===== config.mk =====
export PLATFORM = sky130hd
export DESIGN_NAME = shlae_ctrl
export DESIGN_NICKNAME = d
export VERILOG_FILES = /design/src/hdl/shlae_pkg.sv /design/src/hdl/shlae_ctrl.sv
export SDC_FILE = /design/constraint.sdc
export NUM_CORES = 1
export LEC_CHECK = 0
export BUFFER_PORTS_ARGS = -buffer_cell sky130_fd_sc_hd__buf_2
export CORE_AREA = 5 5 42 44
export DETAILED_ROUTE_END_ITERATION = 8
export DIE_AREA = 0 0 47 49
export HOLD_SLACK_MARGIN = 0.15
export SETUP_SLACK_MARGIN = 0.4
export SKIP_CTS_REPAIR_TIMING = 1
export SLEW_MARGIN = 0
export SYNTH_ARGS = -nofsm -noshare
export SYNTH_HDL_FRONTEND = slang
export SYNTH_SLANG_ARGS = --single-unit

===== constraint.sdc =====
create_clock -name i_clk -period 1.6 [get_ports i_clk]
set_input_delay 0.32 -clock i_clk [delete_from_list [all_inputs] [get_ports i_clk]]
set_output_delay 0.32 -clock i_clk [all_outputs]
set_load 0.05 [all_outputs]

===== src/hdl/shlae_pkg.sv =====
// shared types and constants for the spherical-harmonic light accumulator
package shlae_pkg;

    localparam int COEF_WIDTH = 32;
    localparam int DIR_W      = 16;
    localparam int COLOR_W    = 16;
    localparam int OUT_W      = 32;
    localparam int N_CHAN     = 3;
    localparam int N_TERMS    = 9;
    localparam int IDX_W      = $clog2(N_TERMS);

    localparam logic [IDX_W-1:0] TERM_LAST = IDX_W'(N_TERMS - 1);

    typedef enum logic [1:0] {
        CMD_CLEAR  = 2'd0,
        CMD_ADD    = 2'd1,
        CMD_SAMPLE = 2'd2
    } t_cmd;

    typedef enum logic [1:0] {
        ST_IDLE,
        ST_ISSUE,
        ST_DRAIN
    } t_state;

    typedef struct packed {
        logic             load;
        logic             clear;
        logic             issue;
        logic [IDX_W-1:0] idx;
        logic             sample;
        logic             out_load;
    } t_ctl;

    typedef struct packed {
        logic busy;
        logic out_free;
    } t_sts;

endpackage


===== src/hdl/shlae_ctrl.sv =====
// sequencer: accepts requests, steps through the nine basis terms, releases results
module shlae_ctrl (
    input  logic                       i_clk,
    input  logic                       i_rst_n,
    input  logic                       i_in_valid,
    input  logic [1:0]                 i_cmd,
    output logic                       o_in_stall,
    input  shlae_pkg::t_sts            i_sts,
    output shlae_pkg::t_ctl            o_ctl
);
    import shlae_pkg::*;

    t_state           r_state, n_state;
    logic [IDX_W-1:0] r_cnt, n_cnt;
    logic             r_sample, n_sample;

    always_ff @(posedge i_clk) begin
        if (!i_rst_n) begin
            r_state  <= ST_IDLE;
            r_cnt    <= '0;
            r_sample <= 1'b0;
        end else begin
            r_state  <= n_state;
            r_cnt    <= n_cnt;
            r_sample <= n_sample;
        end
    end

    always_comb begin
        n_state        = r_state;
        n_cnt          = r_cnt;
        n_sample       = r_sample;
        o_ctl          = '0;
        o_ctl.idx      = r_cnt;
        o_ctl.sample   = r_sample;
        case (r_state)
            ST_IDLE: begin
                if (i_in_valid) begin
                    o_ctl.load = 1'b1;
                    case (i_cmd)
                        CMD_CLEAR: begin
                            o_ctl.clear = 1'b1;
                        end
                        CMD_ADD, CMD_SAMPLE: begin
                            n_state  = ST_ISSUE;
                            n_cnt    = '0;
                            n_sample = (i_cmd == CMD_SAMPLE);
                        end
                        default: begin
                            n_state = ST_IDLE;
                        end
                    endcase
                end
            end
            ST_ISSUE: begin
                o_ctl.issue = 1'b1;
                if (r_cnt == TERM_LAST) begin
                    n_state = ST_DRAIN;
                end else begin
                    n_cnt = r_cnt + IDX_W'(1);
                end
            end
            ST_DRAIN: begin
                if (!i_sts.busy) begin
                    if (!r_sample) begin
                        n_state = ST_IDLE;
                    end else if (i_sts.out_free) begin
                        o_ctl.out_load = 1'b1;
                        n_state        = ST_IDLE;
                    end
                end
            end
            default: begin
                n_state = ST_IDLE;
            end
        endcase
    end

    assign o_in_stall = (r_state != ST_IDLE);

endmodule


# After elaboration in Yosys (flattened, before gate mapping)
# Index checks and enable logic that the tools add are counted.
dict set report op_classes {
  n_reduce_logical 8
  n_eq_ne 12
  add_sub_neg 1
  mux 19
}
# operator n
set op_table {}
lappend op_table {{2-to-1 mux 2 bit} 7}
lappend op_table {{2-to-1 mux 4 bit} 3}
lappend op_table {{!= test 2 bit (second input constant)} 5}
lappend op_table {{case mux 4 bit (2 select lines)} 1}
lappend op_table {{2-to-1 mux 1 bit} 6}
lappend op_table {{case mux 2 bit (3 select lines)} 1}
lappend op_table {{AND reduction 5 bit} 1}
lappend op_table {{adder 4 x 1 -> 4 bit (second input constant)} 1}
lappend op_table {{== test 2 x 1 -> 1 bit (second input constant)} 2}
lappend op_table {{== test 2 bit (second input constant)} 2}
lappend op_table {{== test 4 bit (second input constant)} 1}
lappend op_table {{logical NOT 2 bit} 2}
lappend op_table {{case mux 2 bit (2 select lines)} 1}
lappend op_table {{AND reduction 4 bit} 1}
lappend op_table {{nonzero test 2 bit} 2}
lappend op_table {{!= test 3 bit (second input constant)} 1}
lappend op_table {{AND reduction 3 bit} 1}
lappend op_table {{!= test 2 x 1 -> 1 bit (second input constant)} 1}
lappend op_table {{OR reduction 2 bit} 1}
dict set report word_totals {
  in_bits 7
  reg_bits 7
  elab_cells 43
  output_inout_bits 10
}

# Longest topological paths before layout
# Gate-level depths: netlist of the first run.
dict set report logic_depth {
  word_depth 5
  ltp_mapped 5
  mapped_depth_nobuf 5
}

# Worst setup path before layout of the first run
# Ideal clock, no wire load.
dict set report synth_timing {
  path_kind {flip-flop to output port}
  start {reg r_state[0]}
  end {out o_ctl[7] (netlist name)}
  path_slack_ns -0.791
  arrival_time_ns 2.071
  path_stages_with_launch 5
  n_path_buf 1
  path_cell_list {dfxtp_1 -> buf_6 -> or2_2 -> nor2_1 -> and2_1}
}
# item line
set synth_lines {}
lappend synth_lines {{start: declaration} shlae_ctrl.sv:13} ;# t_state r_state, n_state;
lappend synth_lines {{start signal: assignment} shlae_ctrl.sv:23} ;# r_state <= n_state;
lappend synth_lines {{end: declaration} shlae_ctrl.sv:9} ;# output shlae_pkg::t_ctl o_ctl

==> results.py, run 1 <==
metrics = {
    "clocking": {
        "numClockSinks": 7,
        "root_buffer": "clkbuf_4",
        "cts-htree-levels": 1,
        "clkTransAtPathRegs_ns": 0.05,
        "numCtsBuffers": 3,
        "cts_tree": "yes",
        "insertion_delay_ns": 0.26,
        "cts_max_path_buffers": 2,
    },
    "job": {
        "max_cap_viol_count": 0,
    },
    "worst_setup_path": {
        "r2r_start": "r_state[0]",
        "crit_fanout": 4,
        "cpPeakStageDelay_ns": 0.34,
        "cp_top_family": "simple AND/OR/NAND/NOR gates",
        "crit_path_top_delay_cell": "dfxtp_4",
        "crit_start": "r_state[0]",
        "critPathLaunchType": "flip-flop",
        "crit_buf_inv": 1,
        "end_kind": "output pin",
        "critical_path_class": "flip-flop to output pin",
        "crit_arrival_ns": 1.21,
        "critPathRequiredTime_ns": 1.28,
        "crit_chain": "or2_4, nor2_4, and2_4, buf_8",
        "r2r_slack_ns": 0.33,
    },
    "placed_design": {
        "dp_cells": 87,
        "place_congestion": 0.682,
        "dp_hpwl_um": 833,
        "io_buffer_count": 16,
    },
    "pwr": {
        "p_leak_uw": 0.000349,
        "pwr_density_cell_nw_per_um2": 646,
        "vdd_drop_max_mv": 0.350,
    },
    "sta": {
        "fmax_ghz": 0.653,
        "hold_viol_final": 0,
        "period_minus_slack_ns": 1.53,
        "setup_violations": 0,
        "relSlewSlack_pct": 81.9,
        "maxSlewViolCount": 0,
        "tns_ns": 0,
        "whs_ns": 0.410,
        "tightest_slew_ns": 0.272,
        "fin_crit_sh_pct": 95.8,
        "skew_ns": 0.00184,
        "rsz0062_at_grt": "yes",
    },
    "routing": {
        "top_layer": "met4",
        "dr_total_vias": 498,
        "dr.pass1.iters": 4,
        "ant_nets": 0,
        "dr.first_iter.drc_count": 6,
        "dr_wl_met2_um": 563,
        "wl_per_cell_um": 12.3,
        "vias_per_cell": 4.93,
        "wl_met3_um": 101,
        "met1Wirelength_um": 550,
        "drc": 0,
        "finalWirelength_um": 1240,
    },
    "layout": {
        "fin_cells": 101,
        "drive_gt1_share_pct": 58.8,
        "nets": 97,
        "antenna_cells": 0,
        "n_fill_cell": 132,
        "area_delta_synth_final_pct": 58.5,
    },
    "synth": {
        "synth-seq-area-share_pct": 28.1,
        "synth_most_common_cell": "dfxtp_1",
        "synth_flop_cell": "dfxtp_1",
        "synth_area_leaders": "dfxtp_1 (28%), ha_1 (10%), nor2b_1 (5.0%), buf_6 (4.5%), inv_1 (4.5%)",
        "syn_inst": 58,
        "ys_types": 31,
        "synth_common_cells": "dfxtp_1 (7), inv_1 (6), ha_1 (4), nand2_1 (4), nor2b_1 (4)",
        "syn-num-nets": 69,
        "synthArstFlopShare_pct": 0,
        "synth-edff-count": 0,
        "synth-seq-cells": 7,
        "syn_area_per_cell_um2": 8.59,
        "synth.top_cell.area_share_pct": 28.1,
        "ys_warn_count": 0,
        "synth_area_um2": 498,
        "yosysTopAreaCell": "dfxtp_1",
    },
    "min_path": {
        "hp-class": "input port to flip-flop",
        "holdCritStartpoint": "i_rst_n",
    },
    "floorplan": {
        "core-area_um2": 1400,
        "initial_utilization_pct": 35.5,
        "ios": 17,
        "num_rows": 14,
        "die_h_um": 49,
        "dieArea_um2": 2300,
        "dieWidth_um": 47,
    },
    "outcome": {
        "outcome": "finished clean",
    },
    "global_routing": {
        "grt_max_degree": 12,
        "grt.total_usage_pct": 9.66,
        "grt_pass1_vias": 400,
        "grt_pass1_wl_um": 1640,
        "overflow": 0,
        "antenna_found_initial": 0,
    },
}
## path summary, 6_finish.rpt
kind                     end  depth (start not counted)
hold / removal    r_state[1]                          2
setup reg to reg    r_sample                          5
hold reg to reg   r_state[0]                          1
setup / recovery    o_ctl[7]                          4
## sequential cells by signal, summed over array words and instances (netlist names)
register	flops
r_cnt	4
r_sample	1
r_state	2
## through the flow
step | power (µW) | area (µm²) | worst slack, ns | util, %
final | 510 | 790 | 0.0675 | 56.3
after global routing | 534 | 790 | 0.0420 | 56.3
after CTS | 482 | 648 | -0.0999 | 46.3
after detailed placement | 315 | 622 | 0.173 | 44.4
after global placement | 315 | 622 | 0.189 | 44.4
after floorplan | 294 | 549 | -0.0614 | -
## final cells by class
| cell class | instances | area (µm²) | area share (%) |
|---|---|---|---|
| timing repair buffer | 27 | 209 | 26.5 |
| inverter | 6 | 22.5 | 2.85 |
| multi-input combinational | 41 | 354 | 44.8 |
| sequential | 7 | 158 | 20.0 |
| clock buffer | 4 | 26.3 | 3.33 |
| tap | 16 | 20.0 | 2.54 |
## logic make-up after synthesis
kind of cell	count (synthesis)	synth area share (%)
flops	7	28.1
mux	1	2.01
compound gates	11	16.1
buf+inv	10	11.6
simple gates	25	32.2
fa+ha+maj	4	10.1
## report_power, final
group / switching, µW / internal [µW] / leakage (µW)
Combinational: 89.2 / 73.1 / 0.000273
Clock: 70.2 / 95.5 / 0.0000150
Sequential: 5.47 / 177 / 0.0000608
## placed cells by master (no fill, tap or decap), drive strengths merged
cell type	instances
buf	24
clkbuf	7
dfxtp	7
inv	6
nand2	4
nor2b	4
ha	4
nand3	3
nand4b	2
o21ai	2
nor2	2
a21boi	2
a211oi	2
or2	1
and2	1
and2b	1
and4b	1
nand3b	1
and4bb	1
a211o	1
and3	1
a21oi	1
o211ai	1
mux2i	1
and3b	1
o22ai	1
a32oi	1
nor3b	1
nand4	1
## per-layer routing
layer,global-route usage [%],up-vias
met3,2.58,2
met4,5.53,0
met1,12.8,219
met5,0,-
li1,-,262
met2,13.6,15
## worst register-to-register path: cells and delay by family, from the launching register on
kind                   cells  cell delay, ns
AND/OR/NAND/NOR            2            0.36
flip-flops                 1            0.34
multiplexers               1            0.20
buffers and inverters      2            0.27
(Power assumes the default switching activity.)
==> inputs of run 2 (changes only) <==
--- a/config.mk
+++ b/config.mk
@@ -7,6 +7,7 @@
 export LEC_CHECK = 0
 export BUFFER_PORTS_ARGS = -buffer_cell sky130_fd_sc_hd__buf_2
 export CORE_AREA = 5 5 42 44
+export CTS_BUF_LIST = sky130_fd_sc_hd__clkbuf_4
 export DETAILED_ROUTE_END_ITERATION = 8
 export DIE_AREA = 0 0 47 49
 export HOLD_SLACK_MARGIN = 0.15
==> results.py, run 2 (synthesized netlist as in run 1, its figures left out) <==
metrics = {
    "routing": {
        "dr_total_vias": 498,
        "ant_nets": 0,
        "finalWirelength_um": 1250,
        "dr.first_iter.drc_count": 5,
        "wl_per_cell_um": 12.3,
        "vias_per_cell": 4.93,
        "drc": 0,
        "dr.pass1.iters": 3,
    },
    "placed_design": {
        "io_buffer_count": 16,
        "dp_hpwl_um": 833,
        "place_congestion": 0.682,
        "pre_cts_slack_ns": 0.173,
        "placed_area_um2": 622,
    },
    "sta": {
        "period_minus_slack_ns": 1.53,
        "whs_ns": 0.411,
        "tightest_slew_ns": 0.272,
        "fmax_ghz": 0.652,
        "fin_ws_ns": 0.0661,
        "skew_ns": 0.000909,
        "maxSlewViolCount": 0,
        "fin_crit_sh_pct": 95.9,
        "hold_viol_final": 0,
        "relSlewSlack_pct": 81.9,
        "setup_violations": 0,
        "rsz0062_at_grt": "yes",
    },
    "clocking": {
        "cts_max_path_buffers": 2,
        "cts-htree-levels": 1,
        "numClockSinks": 7,
        "numCtsBuffers": 3,
        "insertion_delay_ns": 0.26,
        "root_buffer": "clkbuf_4",
        "clkTransAtPathRegs_ns": 0.05,
        "cts_tree": "yes",
    },
    "worst_setup_path": {
        "cp_top_family": "simple AND/OR/NAND/NOR gates",
        "cpPeakStageDelay_ns": 0.34,
        "worstReg2RegEnd": "r_sample",
        "r2r_start": "r_state[0]",
        "critPathLaunchType": "flip-flop",
        "crit_cells": 4,
        "crit_arrival_ns": 1.21,
        "crit_chain": "or2_4, nor2_4, and2_4, buf_8",
        "r2r_slack_ns": 0.33,
        "crit_buf_inv": 1,
        "r2r_cells": 5,
        "crit_fanout": 4,
        "end_kind": "output pin",
        "endpoint": "o_ctl[7]",
        "critical_path_class": "flip-flop to output pin",
        "crit_path_top_delay_cell": "dfxtp_4",
        "critPathRequiredTime_ns": 1.28,
        "crit_start": "r_state[0]",
    },
    "layout": {
        "drive_gt1_share_pct": 60.0,
        "largest_register_ff_count": 4,
        "finish.instance_area_um2": 793,
        "finish.utilization_pct": 56.6,
        "top_regs": "r_cnt x4, r_state x2, r_sample x1",
        "layout_commonest_cell": "buf_4",
        "final_cell_mix": "buf_4 (11), buf_2 (8), clkbuf_4 (7)",
        "antenna_cells": 0,
        "nets": 97,
        "area_delta_synth_final_pct": 59.3,
        "top_register": "r_cnt",
    },
    "floorplan": {
        "core-area_um2": 1400,
        "ios": 17,
        "dieWidth_um": 47,
        "dieArea_um2": 2300,
        "die_h_um": 49,
        "num_rows": 14,
        "initial_utilization_pct": 35.5,
    },
    "pwr": {
        "p_total_uw": 528,
        "p_leak_uw": 0.000352,
        "pwr_density_cell_nw_per_um2": 666,
        "vdd_drop_max_mv": 0.354,
    },
    "min_path": {
        "hp-class": "input port to flip-flop",
        "hold_path_depth": 2,
    },
    "outcome": {
        "outcome": "finished clean",
    },
    "job": {
        "max_cap_viol_count": 0,
    },
    "global_routing": {
        "grt_pass1_wl_um": 1640,
        "antenna_found_initial": 0,
        "grt_pass1_vias": 400,
        "overflow": 0,
        "grt_max_degree": 12,
        "grt.total_usage_pct": 9.66,
    },
}
==> run 2: cell count changes in the layout (fill, tap and decap cells not counted) <==
cell / previous run / this run
clkbuf_1: 1 / 0
clkbuf_4: 6 / 7
==> run 2: worst min-delay path by stage <==
stage             start          to  slack, ns
4_1_cts         i_rst_n    r_cnt[0]       0.41
2_1_floorplan   i_rst_n    r_cnt[2]       0.48
3_5_place_dp   r_cnt[2]    r_cnt[2]       0.49
5_1_grt         i_rst_n  r_state[1]       0.42
3_3_place_gp   r_cnt[2]    r_cnt[2]       0.49
6_report        i_rst_n  r_state[1]       0.41
==> run 2: per-layer routing <==
layer / up-vias / share of wire, % / GRT usage [%]
li1: 259 / - / -
met1: 220 / 44 / 12.8
met2: 17 / 46 / 13.6
met3: 2 / 8.3 / 2.58
met4: 0 / 2.1 / 5.53
met5: - / 0 / 0
==> run 2: layout make-up <==
type	instances	area (µm²)
sequential	7	158
clock buffer	4	30.0
inverter	6	22.5
fill	130	608
multi-input combinational	41	354
timing repair buffer	27	209
tap	16	20.0
==> run 2: through the flow <==
step / instances / setup TNS, ns
after floorplan: 58 / -0.0614
after global placement: 87 / 0
after detailed placement: 87 / 0
after CTS: 91 / -0.184
after global routing: 101 / 0
final: 101 / 0
==> run 2: report_power, final <==
part,leakage [µW],internal [µW],switching (µW)
sequential,0.0000608,177,5.46
clock,0.0000184,112,71.0
combinational,0.000273,73.1,89.3
==> inputs of run 3 (changes only) <==
--- a/config.mk
+++ b/config.mk
@@ -6,10 +6,11 @@
 export NUM_CORES = 1
 export LEC_CHECK = 0
 export BUFFER_PORTS_ARGS = -buffer_cell sky130_fd_sc_hd__buf_2
-export CORE_AREA = 5 5 42 44
+export CORE_ASPECT_RATIO = 1.2
+export CORE_MARGIN = 5
+export CORE_UTILIZATION = 32
 export CTS_BUF_LIST = sky130_fd_sc_hd__clkbuf_4
 export DETAILED_ROUTE_END_ITERATION = 8
-export DIE_AREA = 0 0 47 49
 export HOLD_SLACK_MARGIN = 0.15
 export SETUP_SLACK_MARGIN = 0.4
 export SKIP_CTS_REPAIR_TIMING = 1
==> constraint.sdc (replaced) <==
create_clock -name i_clk -period 1.6 [get_ports i_clk]
set_input_delay 0.32 -clock i_clk [delete_from_list [all_inputs] [get_ports i_clk]]
set_output_delay 0.32 -clock i_clk [all_outputs]
set_load 0.005 [all_outputs]
==> results.py, run 3 (synthesized netlist as in run 1, its figures left out) <==
metrics = {
    "outcome": {
        "outcome": "finished clean",
    },
    "worst_setup_path": {
        "critPathLaunchType": "flip-flop",
        "critPathRequiredTime_ns": 1.28,
        "crit_arrival_ns": 1.17,
        "r2r_slack_ns": 0.36,
        "end_kind": "output pin",
        "crit_fanout": 6,
        "critical_path_class": "flip-flop to output pin",
    },
    "routing": {
        "vias_per_cell": 5.00,
        "dr.first_iter.drc_count": 7,
        "dr.pass1.iters": 4,
        "wl_per_cell_um": 11.9,
        "dr_total_vias": 495,
        "drc": 0,
        "finalWirelength_um": 1180,
        "ant_nets": 0,
    },
    "min_path": {
        "hp-class": "input port to flip-flop",
    },
    "clocking": {
        "cts-htree-levels": 1,
        "cts_max_path_buffers": 2,
        "insertion_delay_ns": 0.26,
        "numCtsBuffers": 3,
        "cts_tree": "yes",
        "numClockSinks": 7,
        "root_buffer": "clkbuf_4",
        "clkTransAtPathRegs_ns": 0.06,
    },
    "layout": {
        "seqCellArea_um2": 153,
        "multi_input_area_um2": 338,
        "area_delta_synth_final_pct": 41.7,
        "antenna_cells": 0,
        "finish.instance_area_um2": 706,
        "drive_gt1_share_pct": 52.4,
        "top_register": "r_cnt",
        "nets": 94,
        "top_regs": "r_cnt x4, r_state x2, r_sample x1",
        "n_fill_cell": 144,
        "layout_commonest_cell": "buf_2",
        "largest_register_ff_count": 4,
        "final_cell_mix": "buf_2 (16), buf_4 (7), nand2_1 (4)",
    },
    "sta": {
        "hold_viol_final": 0,
        "fin_ws_ns": 0.113,
        "tightest_slew_ns": 0.313,
        "maxSlewViolCount": 0,
        "setup_violations": 0,
        "rsz0062_at_grt": "yes",
        "tns_ns": 0,
        "relSlewSlack_pct": 79.2,
        "period_minus_slack_ns": 1.49,
        "fin_crit_sh_pct": 92.9,
        "fmax_ghz": 0.673,
        "skew_ns": 0.00662,
    },
    "floorplan": {
        "die_h_um": 53.2,
        "core-area_um2": 1460,
        "dieArea_um2": 2450,
        "initial_utilization_pct": 34.0,
        "dieWidth_um": 46.0,
        "ios": 17,
        "num_rows": 15,
    },
    "pwr": {
        "vdd_drop_max_mv": 0.408,
        "p_leak_uw": 0.000329,
        "pwr_density_cell_nw_per_um2": 640,
    },
    "global_routing": {
        "grt_max_degree": 12,
        "grt.total_usage_pct": 9.88,
        "overflow": 0,
        "grt_pass1_wl_um": 1730,
        "antenna_found_initial": 0,
        "grt_pass1_vias": 428,
    },
    "placed_design": {
        "dp_hpwl_um": 846,
        "pre_cts_slack_ns": 0.249,
        "placed_area_um2": 597,
        "io_buffer_count": 16,
        "place_congestion": 0.711,
    },
    "job": {
        "max_cap_viol_count": 0,
    },
}
run 3: cell count changes in the layout (fill, tap and decap cells not counted), moves of 2 or more:
cell      change
clkbuf_4      -4
buf_2         +8
dfxtp_1       +2
buf_6         -2
buf_4         -4
buf_8         -2
run 3: worst paths after layout:
path / startpoint / end / cells after the start
max: r_state[0] / o_ctl[7] / 4
min: i_rst_n / r_state[1] / 2
max reg2reg: r_cnt[0] / r_cnt[0] / 5
min reg2reg: r_state[1] / r_state[0] / 1
run 3: metal layers:
metal	track usage, %	vias to the layer above	routed length, µm
met2	15.6	14	569
met4	5.69	0	21
met3	2.38	4	82
met1	11.8	224	509
li1	-	253	-
met5	0	-	0
run 3: where the power goes:
group | total (µW) | internal, µW | leakage (µW) | switching [µW]
clock network | 165 | 91.7 | 0.0000177 | 72.9
registers | 185 | 178 | 0.0000595 | 6.52
logic | 102 | 55.5 | 0.000251 | 46.5
run 3: cell type report:
| cell class | count | area share, % |
|---|---|---|
| Inverter | 6 | 3.19 |
| Clock inverter | 1 | 0.709 |
| Sequential cell | 7 | 21.6 |
| Multi-Input combinational cell | 41 | 47.9 |
| Timing Repair Buffer | 24 | 20.4 |
| Clock buffer | 3 | 3.19 |
| Tap cell | 17 | 3.01 |
run 3: worst max-delay path, stage by stage (launching register included):
cell	delay, ns
dfxtp_4	0.36
or2_4	0.26
nor2_4	0.07
and2_1	0.12
buf_2	0.10
run 3: through the flow:
step	std cells	hold WS, ns	util (%)	total power [µW]
after floorplan	58	0.477	-	253
after global placement	88	0.492	40.8	274
after detailed placement	88	0.494	40.8	276
after CTS	92	0.401	42.6	443
after global routing	99	0.406	48.2	478
final	99	0.400	48.2	451
